===== config.mk =====
export PLATFORM = sky130hd
export DESIGN_NAME = distance_vector_table_update
export DESIGN_NICKNAME = d
export VERILOG_FILES = /design/src/rtl/dvtu_pkg.sv /design/src/rtl/distance_vector_table_update.sv /design/src/rtl/dvtu_cell.sv
export SDC_FILE = /design/constraint.sdc
export NUM_CORES = 2
export LEC_CHECK = 0
export ABC_CLOCK_PERIOD_IN_PS = 10660
export BUFFER_PORTS_ARGS = -buffer_cell sky130_fd_sc_hd__buf_4
export CAP_MARGIN = 20
export CORE_UTILIZATION = 25
export CTS_CLUSTER_SIZE = 30
export DETAILED_ROUTE_END_ITERATION = 16
export PLACE_DENSITY = 0.46
export SLEW_MARGIN = 0
export SYNTH_ARGS = -nofsm -noshare
export SYNTH_HDL_FRONTEND = slang
export SYNTH_SLANG_ARGS = --single-unit

===== constraint.sdc =====
create_clock -name clk -period 10.66 [get_ports clk]
set_input_delay 2.665 -clock clk [delete_from_list [all_inputs] [get_ports clk]]
set_output_delay 2.665 -clock clk [all_outputs]
set_load 0.01 [all_outputs]

===== src/rtl/dvtu_pkg.sv =====
// ----------------------------------------------------------------------------
// Distance-vector table update package
// Shared widths, result action codes and the structs passed along the chain.
// ----------------------------------------------------------------------------
package dvtu_pkg;

    localparam int DEFAULT_TABLE_DEPTH = 16;
    localparam int ADDR_W              = 32;
    localparam int COST_W              = 8;
    localparam int INDEX_W             = 4;
    localparam int IN_DATA_W           = 104;
    localparam int OUT_DATA_W          = 80;
    localparam int ACTION_W            = 3;

    localparam logic [COST_W-1:0] COST_MAX = '1;

    typedef enum logic [ACTION_W-1:0] {
        ACT_REFRESH   = 3'd0,
        ACT_REPLACE   = 3'd1,
        ACT_INSERT    = 3'd2,
        ACT_UNCHANGED = 3'd3,
        ACT_DROPPED   = 3'd4
    } action_t;

    // Search token that walks the row of cells, one cell per cycle.
    typedef struct packed {
        logic              live;
        logic              found;
        logic              have_free;
        logic [ADDR_W-1:0] hit_next_hop;
        logic [ADDR_W-1:0] hit_iface;
        logic [COST_W-1:0] hit_cost;
    } search_tok_t;

    // Write-back broadcast to all cells; the addressed cell takes it.
    typedef struct packed {
        logic              en;
        logic [ADDR_W-1:0] dest;
        logic [ADDR_W-1:0] next_hop;
        logic [ADDR_W-1:0] iface;
        logic [COST_W-1:0] cost;
    } route_wr_t;

endpackage


===== src/rtl/distance_vector_table_update.sv =====
// ----------------------------------------------------------------------------
// Distance-vector routing table update
// Searches a row of route cells for an advertised or installed destination
// and writes back at most one slot, reporting that slot as one result item.
// ----------------------------------------------------------------------------
// Each item occupies the block from the cycle in which it is accepted until its
// decide step is done: the search token walks the row of cells one slot per
// cycle, starting in the acceptance cycle; the token leaving the last cell is then
// latched, and the decide step writes the chosen slot back and loads the result
// item into the output register. The decide step waits while an earlier result
// still sits unread in the output register, so a stalled output stretches the item
// by the length of that stall. One item is in work at a time; a new item is
// accepted as soon as the previous one has left the decide step, even while its
// result still waits in the output register. The table holds no routes after reset.
module distance_vector_table_update
    import dvtu_pkg::*;
#(
    parameter int TABLE_DEPTH = DEFAULT_TABLE_DEPTH
)
(
    input  logic                  clk,
    input  logic                  rst_n,
    input  logic                  s_axis_tvalid,
    output logic                  s_axis_tready,
    // adv_dest, adv_cost, from_neighbor, local_interface (lowest bit first)
    input  logic [IN_DATA_W-1:0]  s_axis_tdata,
    // req_type
    input  logic                  s_axis_tuser,
    output logic                  m_axis_tvalid,
    input  logic                  m_axis_tready,
    // entry_index, entry_cost, entry_next_hop, entry_interface, zero pad
    output logic [OUT_DATA_W-1:0] m_axis_tdata,
    // action
    output logic [ACTION_W-1:0]   m_axis_tuser
);

    localparam int IDX_W = $clog2(TABLE_DEPTH);

    typedef enum logic [1:0] {
        ST_IDLE,
        ST_SEARCH,
        ST_DECIDE
    } state_t;

    state_t            state_reg;
    logic              accept;
    logic              out_free;

    logic              req_install_reg;
    logic [ADDR_W-1:0] req_dest_reg;
    logic [COST_W-1:0] req_cost_reg;
    logic [ADDR_W-1:0] req_from_reg;
    logic [ADDR_W-1:0] req_iface_reg;
    logic [ADDR_W-1:0] search_dest;

    search_tok_t       tok   [TABLE_DEPTH+1];
    logic [IDX_W-1:0]  hit   [TABLE_DEPTH+1];
    logic [IDX_W-1:0]  free  [TABLE_DEPTH+1];

    search_tok_t       tail_tok_reg;
    logic [IDX_W-1:0]  tail_hit_reg;
    logic [IDX_W-1:0]  tail_free_reg;

    route_wr_t         wr;
    logic [IDX_W-1:0]  wr_slot;
    logic [IDX_W-1:0]  res_slot;
    action_t           res_action;
    logic [COST_W-1:0] res_cost;
    logic [ADDR_W-1:0] res_next_hop;
    logic [ADDR_W-1:0] res_iface;
    logic [COST_W-1:0] new_cost;
    logic [IDX_W+INDEX_W-1:0] slot_ext;

    logic              out_valid_reg;
    logic [INDEX_W-1:0] out_index_reg;
    action_t           out_action_reg;
    logic [COST_W-1:0] out_cost_reg;
    logic [ADDR_W-1:0] out_next_hop_reg;
    logic [ADDR_W-1:0] out_iface_reg;

    assign s_axis_tready = (state_reg == ST_IDLE);
    assign accept        = s_axis_tvalid && s_axis_tready;
    assign out_free      = !out_valid_reg || m_axis_tready;

    // Cell 0 compares in the cycle of acceptance, before the request is held.
    assign search_dest = (state_reg == ST_IDLE) ? s_axis_tdata[31:0] : req_dest_reg;

    always_comb
    begin
        tok[0]      = '0;
        tok[0].live = accept;
        hit[0]      = '0;
        free[0]     = '0;
    end

    for (genvar g = 0; g < TABLE_DEPTH; g++)
    begin : g_cell
        dvtu_cell #(
            .IDX_W      (IDX_W),
            .CELL_INDEX (g)
        ) u_cell (
            .clk      (clk),
            .rst_n    (rst_n),
            .req_dest (search_dest),
            .tok_in   (tok[g]),
            .hit_in   (hit[g]),
            .free_in  (free[g]),
            .wr       (wr),
            .wr_slot  (wr_slot),
            .tok_out  (tok[g+1]),
            .hit_out  (hit[g+1]),
            .free_out (free[g+1])
        );
    end

    assign new_cost = (req_cost_reg == COST_MAX) ? COST_MAX : req_cost_reg + COST_W'(1);

    always_comb
    begin
        res_slot     = tail_hit_reg;
        res_action   = ACT_UNCHANGED;
        res_cost     = tail_tok_reg.hit_cost;
        res_next_hop = tail_tok_reg.hit_next_hop;
        res_iface    = tail_tok_reg.hit_iface;
        wr.en        = 1'b0;
        if (tail_tok_reg.found)
        begin
            if (req_install_reg)
            begin
                res_action   = ACT_REPLACE;
                res_cost     = '0;
                res_next_hop = req_iface_reg;
                res_iface    = req_iface_reg;
                wr.en        = 1'b1;
            end
            else if (tail_tok_reg.hit_next_hop == req_from_reg)
            begin
                res_action = ACT_REFRESH;
                res_cost   = new_cost;
                wr.en      = 1'b1;
            end
            else if (new_cost < tail_tok_reg.hit_cost)
            begin
                res_action   = ACT_REPLACE;
                res_cost     = new_cost;
                res_next_hop = req_from_reg;
                res_iface    = req_iface_reg;
                wr.en        = 1'b1;
            end
        end
        else if (!tail_tok_reg.have_free)
        begin
            res_slot     = '0;
            res_action   = ACT_DROPPED;
            res_cost     = '0;
            res_next_hop = '0;
            res_iface    = '0;
        end
        else
        begin
            res_slot   = tail_free_reg;
            res_action = ACT_INSERT;
            res_iface  = req_iface_reg;
            wr.en      = 1'b1;
            if (req_install_reg)
            begin
                res_cost     = '0;
                res_next_hop = req_iface_reg;
            end
            else
            begin
                res_next_hop = req_from_reg;
                res_cost     = (req_from_reg == req_dest_reg) ? COST_W'(1) : new_cost;
            end
        end
        // Write-back fires only in the decide cycle with room at the output.
        wr.en       = wr.en && (state_reg == ST_DECIDE) && out_free;
        wr.dest     = req_dest_reg;
        wr.next_hop = res_next_hop;
        wr.iface    = res_iface;
        wr.cost     = res_cost;
    end

    assign wr_slot  = res_slot;
    assign slot_ext = (IDX_W+INDEX_W)'(res_slot);

    always_ff @(posedge clk or negedge rst_n)
    begin
        if (!rst_n)
        begin
            state_reg     <= ST_IDLE;
            out_valid_reg <= 1'b0;
        end
        else
        begin
            if ((state_reg == ST_DECIDE) && out_free)
            begin
                out_valid_reg <= 1'b1;
            end
            else if (m_axis_tready)
            begin
                out_valid_reg <= 1'b0;
            end
            unique case (state_reg)
                ST_IDLE:
                begin
                    if (accept)
                    begin
                        state_reg <= ST_SEARCH;
                    end
                end
                ST_SEARCH:
                begin
                    if (tok[TABLE_DEPTH].live)
                    begin
                        state_reg <= ST_DECIDE;
                    end
                end
                ST_DECIDE:
                begin
                    if (out_free)
                    begin
                        state_reg <= ST_IDLE;
                    end
                end
                default:
                begin
                    state_reg <= ST_IDLE;
                end
            endcase
        end
    end

    always_ff @(posedge clk)
    begin
        if (accept)
        begin
            req_install_reg <= s_axis_tuser;
            req_dest_reg    <= s_axis_tdata[31:0];
            req_cost_reg    <= s_axis_tdata[39:32];
            req_from_reg    <= s_axis_tdata[71:40];
            req_iface_reg   <= s_axis_tdata[103:72];
        end
        if ((state_reg == ST_SEARCH) && tok[TABLE_DEPTH].live)
        begin
            tail_tok_reg  <= tok[TABLE_DEPTH];
            tail_hit_reg  <= hit[TABLE_DEPTH];
            tail_free_reg <= free[TABLE_DEPTH];
        end
        if ((state_reg == ST_DECIDE) && out_free)
        begin
            out_index_reg    <= slot_ext[INDEX_W-1:0];
            out_action_reg   <= res_action;
            out_cost_reg     <= res_cost;
            out_next_hop_reg <= res_next_hop;
            out_iface_reg    <= res_iface;
        end
    end

    assign m_axis_tvalid = out_valid_reg;
    assign m_axis_tuser  = out_action_reg;
    assign m_axis_tdata  = {4'b0000, out_iface_reg, out_next_hop_reg,
                            out_cost_reg, out_index_reg};

endmodule


===== src/rtl/dvtu_cell.sv =====
// ----------------------------------------------------------------------------
// Route cell
// Holds one table slot, updates the passing search token and takes writes.
// ----------------------------------------------------------------------------
module dvtu_cell
    import dvtu_pkg::*;
#(
    parameter int IDX_W      = 4,
    parameter int CELL_INDEX = 0
)
(
    input  logic              clk,
    input  logic              rst_n,
    input  logic [ADDR_W-1:0] req_dest,
    input  search_tok_t       tok_in,
    input  logic [IDX_W-1:0]  hit_in,
    input  logic [IDX_W-1:0]  free_in,
    input  route_wr_t         wr,
    input  logic [IDX_W-1:0]  wr_slot,
    output search_tok_t       tok_out,
    output logic [IDX_W-1:0]  hit_out,
    output logic [IDX_W-1:0]  free_out
);

    localparam logic [IDX_W-1:0] SLOT = IDX_W'(CELL_INDEX);

    logic              valid_reg;
    logic [ADDR_W-1:0] dest_reg;
    logic [ADDR_W-1:0] next_hop_reg;
    logic [ADDR_W-1:0] iface_reg;
    logic [COST_W-1:0] cost_reg;

    search_tok_t       tok_reg;
    search_tok_t       tok_next;
    logic [IDX_W-1:0]  hit_reg;
    logic [IDX_W-1:0]  hit_next;
    logic [IDX_W-1:0]  free_reg;
    logic [IDX_W-1:0]  free_next;
    logic              wr_here;

    assign wr_here = wr.en && (wr_slot == SLOT);

    // The lowest matching slot wins, and so does the lowest free slot.
    always_comb
    begin
        tok_next  = tok_in;
        hit_next  = hit_in;
        free_next = free_in;
        if (tok_in.live)
        begin
            if (valid_reg)
            begin
                if (!tok_in.found && (dest_reg == req_dest))
                begin
                    tok_next.found        = 1'b1;
                    tok_next.hit_next_hop = next_hop_reg;
                    tok_next.hit_iface    = iface_reg;
                    tok_next.hit_cost     = cost_reg;
                    hit_next              = SLOT;
                end
            end
            else if (!tok_in.have_free)
            begin
                tok_next.have_free = 1'b1;
                free_next          = SLOT;
            end
        end
    end

    always_ff @(posedge clk or negedge rst_n)
    begin
        if (!rst_n)
        begin
            valid_reg <= 1'b0;
            tok_reg   <= '0;
        end
        else
        begin
            tok_reg <= tok_next;
            if (wr_here)
            begin
                valid_reg <= 1'b1;
            end
        end
    end

    always_ff @(posedge clk)
    begin
        hit_reg  <= hit_next;
        free_reg <= free_next;
        if (wr_here)
        begin
            dest_reg     <= wr.dest;
            next_hop_reg <= wr.next_hop;
            iface_reg    <= wr.iface;
            cost_reg     <= wr.cost;
        end
    end

    assign tok_out  = tok_reg;
    assign hit_out  = hit_reg;
    assign free_out = free_reg;

endmodule


## Word-level counts from Yosys, hierarchy flattened

Index checks and enable logic that the tools add are counted.

- Register bits: 3269
- Input bits: 109
- Output and inout port bits: 85
- Word-level logic and storage cells: 546

- Add/subtract/negate cells: 1
- Order comparisons: 1
- Equal/unequal tests: 39
- Multiplexer cells: 220
- Bitwise logic cells: 1
- Reductions and logical operators: 59

Operators by type and width:

| cell | number |
|---|---|
| $mux 72 | 32 |
| $mux 74 | 16 |
| $eq 32x32->1 | 18 |
| $mux 32 | 12 |
| $mux 4 | 86 |
| $mux 8 | 8 |
| $mux 1 | 57 |
| $logic_and 1x1->1 | 36 |
| $eq 4x4->1 const B | 8 |
| $eq 4x3->1 const B | 4 |
| $logic_not 1->1 | 16 |
| $mux 2 | 6 |
| $add 8x1->8 const B | 1 |
| $eq 4x2->1 const B | 2 |
| $eq 8x8->1 const B | 1 |
| $lt 8x8->1 | 1 |
| $mux 3 | 2 |
| $pmux 2 s3 | 1 |
| $eq 4x1->1 const B | 1 |
| $logic_not 4->1 | 1 |
| $ne 2x1->1 const B | 2 |
| $reduce_and 3->1 | 1 |
| $eq 2x1->1 const B | 1 |
| $eq 2x2->1 const B | 1 |
| 7 further kinds | 7 |

## Longest topological paths before layout

- Depth after elaboration: 10
- Mapped depth: 16
- Gate-level depth less buffers: 13

## Modules after synthesis

Synthesis repeated with hierarchy kept, for this count alone.

- Cells, all modules: 5878
- Area total of the unflattened synthesis: 115092.9 µm²

Modules (own cells, without submodules):

| module | times used | cells an instance | area each (µm²) | seq. area each (µm²) |
|---|---|---|---|---|
| dvtu_cell (g_cell[0].u_cell ...) | 7 | 329 | 6522.5 | 5185.0 |
| dvtu_cell (g_cell[11].u_cell ...) | 4 | 329 | 6523.8 | 5185.0 |
| dvtu_cell (g_cell[13].u_cell ...) | 4 | 329 | 6520.0 | 5185.0 |
| distance_vector_table_update | 1 | 613 | 10737.8 | 8062.7 |
| dvtu_cell (g_cell[15].u_cell) | 1 | 330 | 6522.5 | 5185.0 |

## Worst setup path after synthesis

No wires, ideal clock.

- Path type: input port to flip-flop
- Start: input m_axis_tready
- End: register g_cell[1].u_cell.cost_reg[0] (enable)
- Setup time: 0.568 ns
- Data arrival time: 12.192 ns
- Data required time: 10.092 ns
- Path slack: -2.101 ns
- Stages on the path: 7
- Path buffers: 1
- Cell sequence: nand2b_1 nor2b_1 o21ai_0 or2_2 or3_1 clkbuf_1 nor2_1

- Word-level cells in the longest chain between the ends: 3

RTL lines:

| item | RTL line | source |
|---|---|---|
| start, declared | distance_vector_table_update.sv:30 | `input logic m_axis_tready,` |
| $logic_or 1x1->1 | distance_vector_table_update.sv:83 | `assign out_free = !out_valid_reg \|\| m_axis_tready;` |
| $logic_and 1x1->1 | distance_vector_table_update.sv:177 | `wr.en = wr.en && (state_reg == ST_DECIDE) && out_free;` |
| $logic_and 1x1->1 | dvtu_cell.sv:41 | `assign wr_here = wr.en && (wr_slot == SLOT);` |
| net g_cell[1].u_cell.wr_here | dvtu_cell.sv:39 | `logic wr_here;` |
| end signal, assigned | dvtu_cell.sv:96 | `cost_reg <= wr.cost;` |
| end, declared | dvtu_cell.sv:31 | `logic [COST_W-1:0] cost_reg;` |

The timed path passes the listed nets, and every way through them passes these cells.
A chain may end at the register's enable or synchronous reset.

==> summary.md <==
| Metric | Value |
|---|---|
| CP required | 11.46 ns |
| Failing checks | antenna rules |
| Seq/Total Area, Yosys | 76.5% |
| Root Driver | clkbuf_16 |
| Die X | 690 um |
| Skew final | 0.0946 ns |
| Number of global-route vias before repair | 62793 |
| Crit. End Element | flip-flop |
| Final-report hold violation count | 0 |
| Via density | 4.52 |
| CTS H-tree lvls | 5 |
| Synth unique cells | 90 |
| GPL Wtd Cong | about 0.94 |
| Worst endpoint data arrival time | 7.65 ns |
| Hold Worst Slack | 0.373 ns |
| Layout cells sized above 1 | 28.2% |
| Nets | 7193 |
| Compound-cell area share of the yosys netlist | 3.69% |
| First-pass GRT wire length | 525 mm |
| Core area | 0.471 mm2 |
| Largest net degree at the start of global routing | approximately 150 |
| Setup bufs post-CTS | 0 |
| Initial Utilization | 25.1% |
| CP delay by family, top | buffers and inverters |
| TritonCTS clock tree | built |
| PostCTS Resize Cnt | 0 |
| Number of synthesized register bits | 3247 |
| Synth Area in XOR/XNOR | 3.47% |
| Num CTS Buffers | 354 |
| Top-count cell post-synth | edfxtp_1 |
| Slowest CP cell | o2111ai_1 |
| Worst setup SP type | flip-flop |
| Critical path class | reg2reg |
| Worst-Margin Slew | 1.19 ns |
| Synth Flop Type | edfxtp_1 |
| Hold Crit Class | reg2reg |
| Minimum clock period | ~6.9 ns |
| Total number of yosys warnings | 0 |
| Initial DRT Pass Iterations | 9 |
| Main combinational cell family by area after synthesis | multiplexers |
| CTS Hold Bufs | 0 |
| Finish-stage setup viols | 0 |
| Setup WS pre-CTS | 3.34 ns |
| Drt total wl | 378 mm |
| Fmax | around 150 MHz |
| EDFF count, synth | 1930 |
| Yosys top cell by area | edfxtp_1 |
| Adder-Cell Fraction of Synth Area | 0.0847% |
| Worst Path Max Fanout | 56 |
| GRT Residual Overflow | 0 |
| Top-area cell type share of the netlist area | 49.0% |
| Slew margin rel. | between 20% and 30% |
| Max VDD drop | 0.000115 V |
| Die H | 690 um |
| Fin. max-slew vios | 0 |
| Post-route worst setup slack | 3.81 ns |
| Number of remaining DRC errors | 0 |
| Rows | 252 |
| Die outline area | 0.475 mm2 |
| Ys async rst share | between 30% and 40% |
| Synth top area cells | edfxtp_1 49%, dfrtp_1 26%, mux2_2 8.8% |
| DR WL/cell | 27.8 um |
| Synthesized area per cell | around 18 um2 |
| Cells after Synth | 6585 |
| Initial antenna violation count | 42 |
| Worst path bufs/invs | 6 |
| Max reg flops | 1200 |
| Placed cell count | 12940 |
| PD cells | roughly 190 mW/mm2 |
| Core Util, Final | ~30% |
| Period utilization | 64.3% |
| Final Power | ~26 mW |
| P_leak | 54.7 nW |
| Clk slew on worst S/H paths | 0.06 ns |
| Unrepaired setup endpoints after global routing | false |
| # port buffers | 189 |
| 1st-iter DRT viols | 6220 |
| I/O pin total | roughly 190 |
| Final setup TNS | 0 ns |
| Max incr delay on CP | 0.76 ns |
| Worst-Skew Late Latency | 0.99 ns |
| Syn-to-layout area delta | 18.5% |
| ANT nets after route | 1 |
| Clock sink total | between 3000 and 4000 |
| Design Area, Final | 0.140 mm2 |
| Outcome | finished with violations |
| Cell Chain, Critical Path | buf_4 -> or2_4 -> inv_8 -> buf_4 -> mux2i_4 -> buf_4 -> o22ai_1 -> a221oi_1 -> o2111ai_1 -> nor4_2 -> buf_4 -> buf_4 -> mux2_2 |
| DR vias | between 60000 and 70000 |
| All-Layer GR Usage | around 16% |
| Post-synthesis mux area share | 11.0% |
| Hpwl dp | 239 mm |
| Longest Clk Path Bufs | 4 |
| Placement Cell Area | 0.128 mm2 |
| Synth Area in Simple Gates | under 10% |
| Most repeated library cell on the critical path | buf_4 |
| Synthesized area | 0.118 mm2 |
| Post-Layout Cell Count | 13623 |
| Commonest cells post-synth | 1930 x edfxtp_1, 1219 x dfrtp_1, 923 x mux2_2 |
| Max cap viols | 0 |
-- worst reg2reg max path: stages (launching register included) --
cell	delay (ns)
dfrtp_1	0.35
buf_4	0.27
or2_4	0.46
inv_8	0.40
buf_4	0.72
mux2i_4	0.44
buf_4	0.41
o22ai_1	0.25
a221oi_1	0.60
o2111ai_1	0.76
nor4_2	0.72
buf_4	0.28
buf_4	0.52
mux2_2	0.52
-- layout make-up --
class / instances / area, um2
antenna: 15 / 37.5
clock buffer: 523 / 10300
clock inverter: 142 / 1620
fill: 46131 / 331000
inverter: 177 / 672
multi-input combinational: 2894 / 25900
sequential: 3247 / 90400
tap: 6223 / 7790
timing repair buffer: 402 / 3220
-- layout by cell type (no fill, tap or decap), types with 89 or more instances in the layout --
| cell | n |
|---|---|
| xnor2_1 | 288 |
| buf_4 | 384 |
| mux2_1 | 104 |
| xor2_1 | 180 |
| edfxtp_1 | 1930 |
| clkbuf_16 | 361 |
| and2_1 | 92 |
| inv_1 | 168 |
| clkbuf_1 | 95 |
| dfxtp_1 | 98 |
| dfrtp_1 | 1219 |
| nand2_1 | 89 |
| mux2_2 | 923 |
-- per-layer routing --
metal	GRT usage, %	part of all wire (%)
met3	2.72	6.9
met5	0	0.014
met1	22.7	46
met4	5.14	3.5
met2	23.6	44
-- logic make-up (layout without fill, tap and decap cells) --
group           count (synthesis)  count (layout)
simple gates                  691             691
compound gates                588             588
mux                          1135            1135
buf+inv                       447            1244
other cells                     1              19
xor+xnor                      468             468
flops                        3247            3247
fa+ha+maj                       8               8
-- worst paths after layout --
| path | start | endpoint | slack (ns) | cells after the start |
|---|---|---|---|---|
| min in group asynchronous | rst_n | g_cell[1].u_cell.tok_out[3] | 1.64 | 1 |
| hold reg to reg | g_cell[15].u_cell.tok_out[69] | tail_tok_reg[69] | 0.37 | 0 |
| max in group asynchronous | rst_n | g_cell[14].u_cell.tok_out[58] | 6.62 | 3 |
| setup / recovery | state_reg[0] | g_cell[4].u_cell.tok_out[30] | 3.81 | 13 |
| setup reg to reg | state_reg[0] | g_cell[4].u_cell.tok_out[30] | 3.81 | 13 |
| hold / removal | g_cell[15].u_cell.tok_out[69] | tail_tok_reg[69] | 0.37 | 0 |
-- report_power, final --
| part | internal, mW | switching, mW | leakage, nW | total (mW) |
|---|---|---|---|---|
| combinational | 0.134 | 0.376 | 13.6 | 0.510 |
| sequential | 13.3 | 0.0445 | 35.2 | 13.4 |
| clock | 7.27 | 5.23 | 5.86 | 12.5 |
Power figures use the tool's default switching activity.
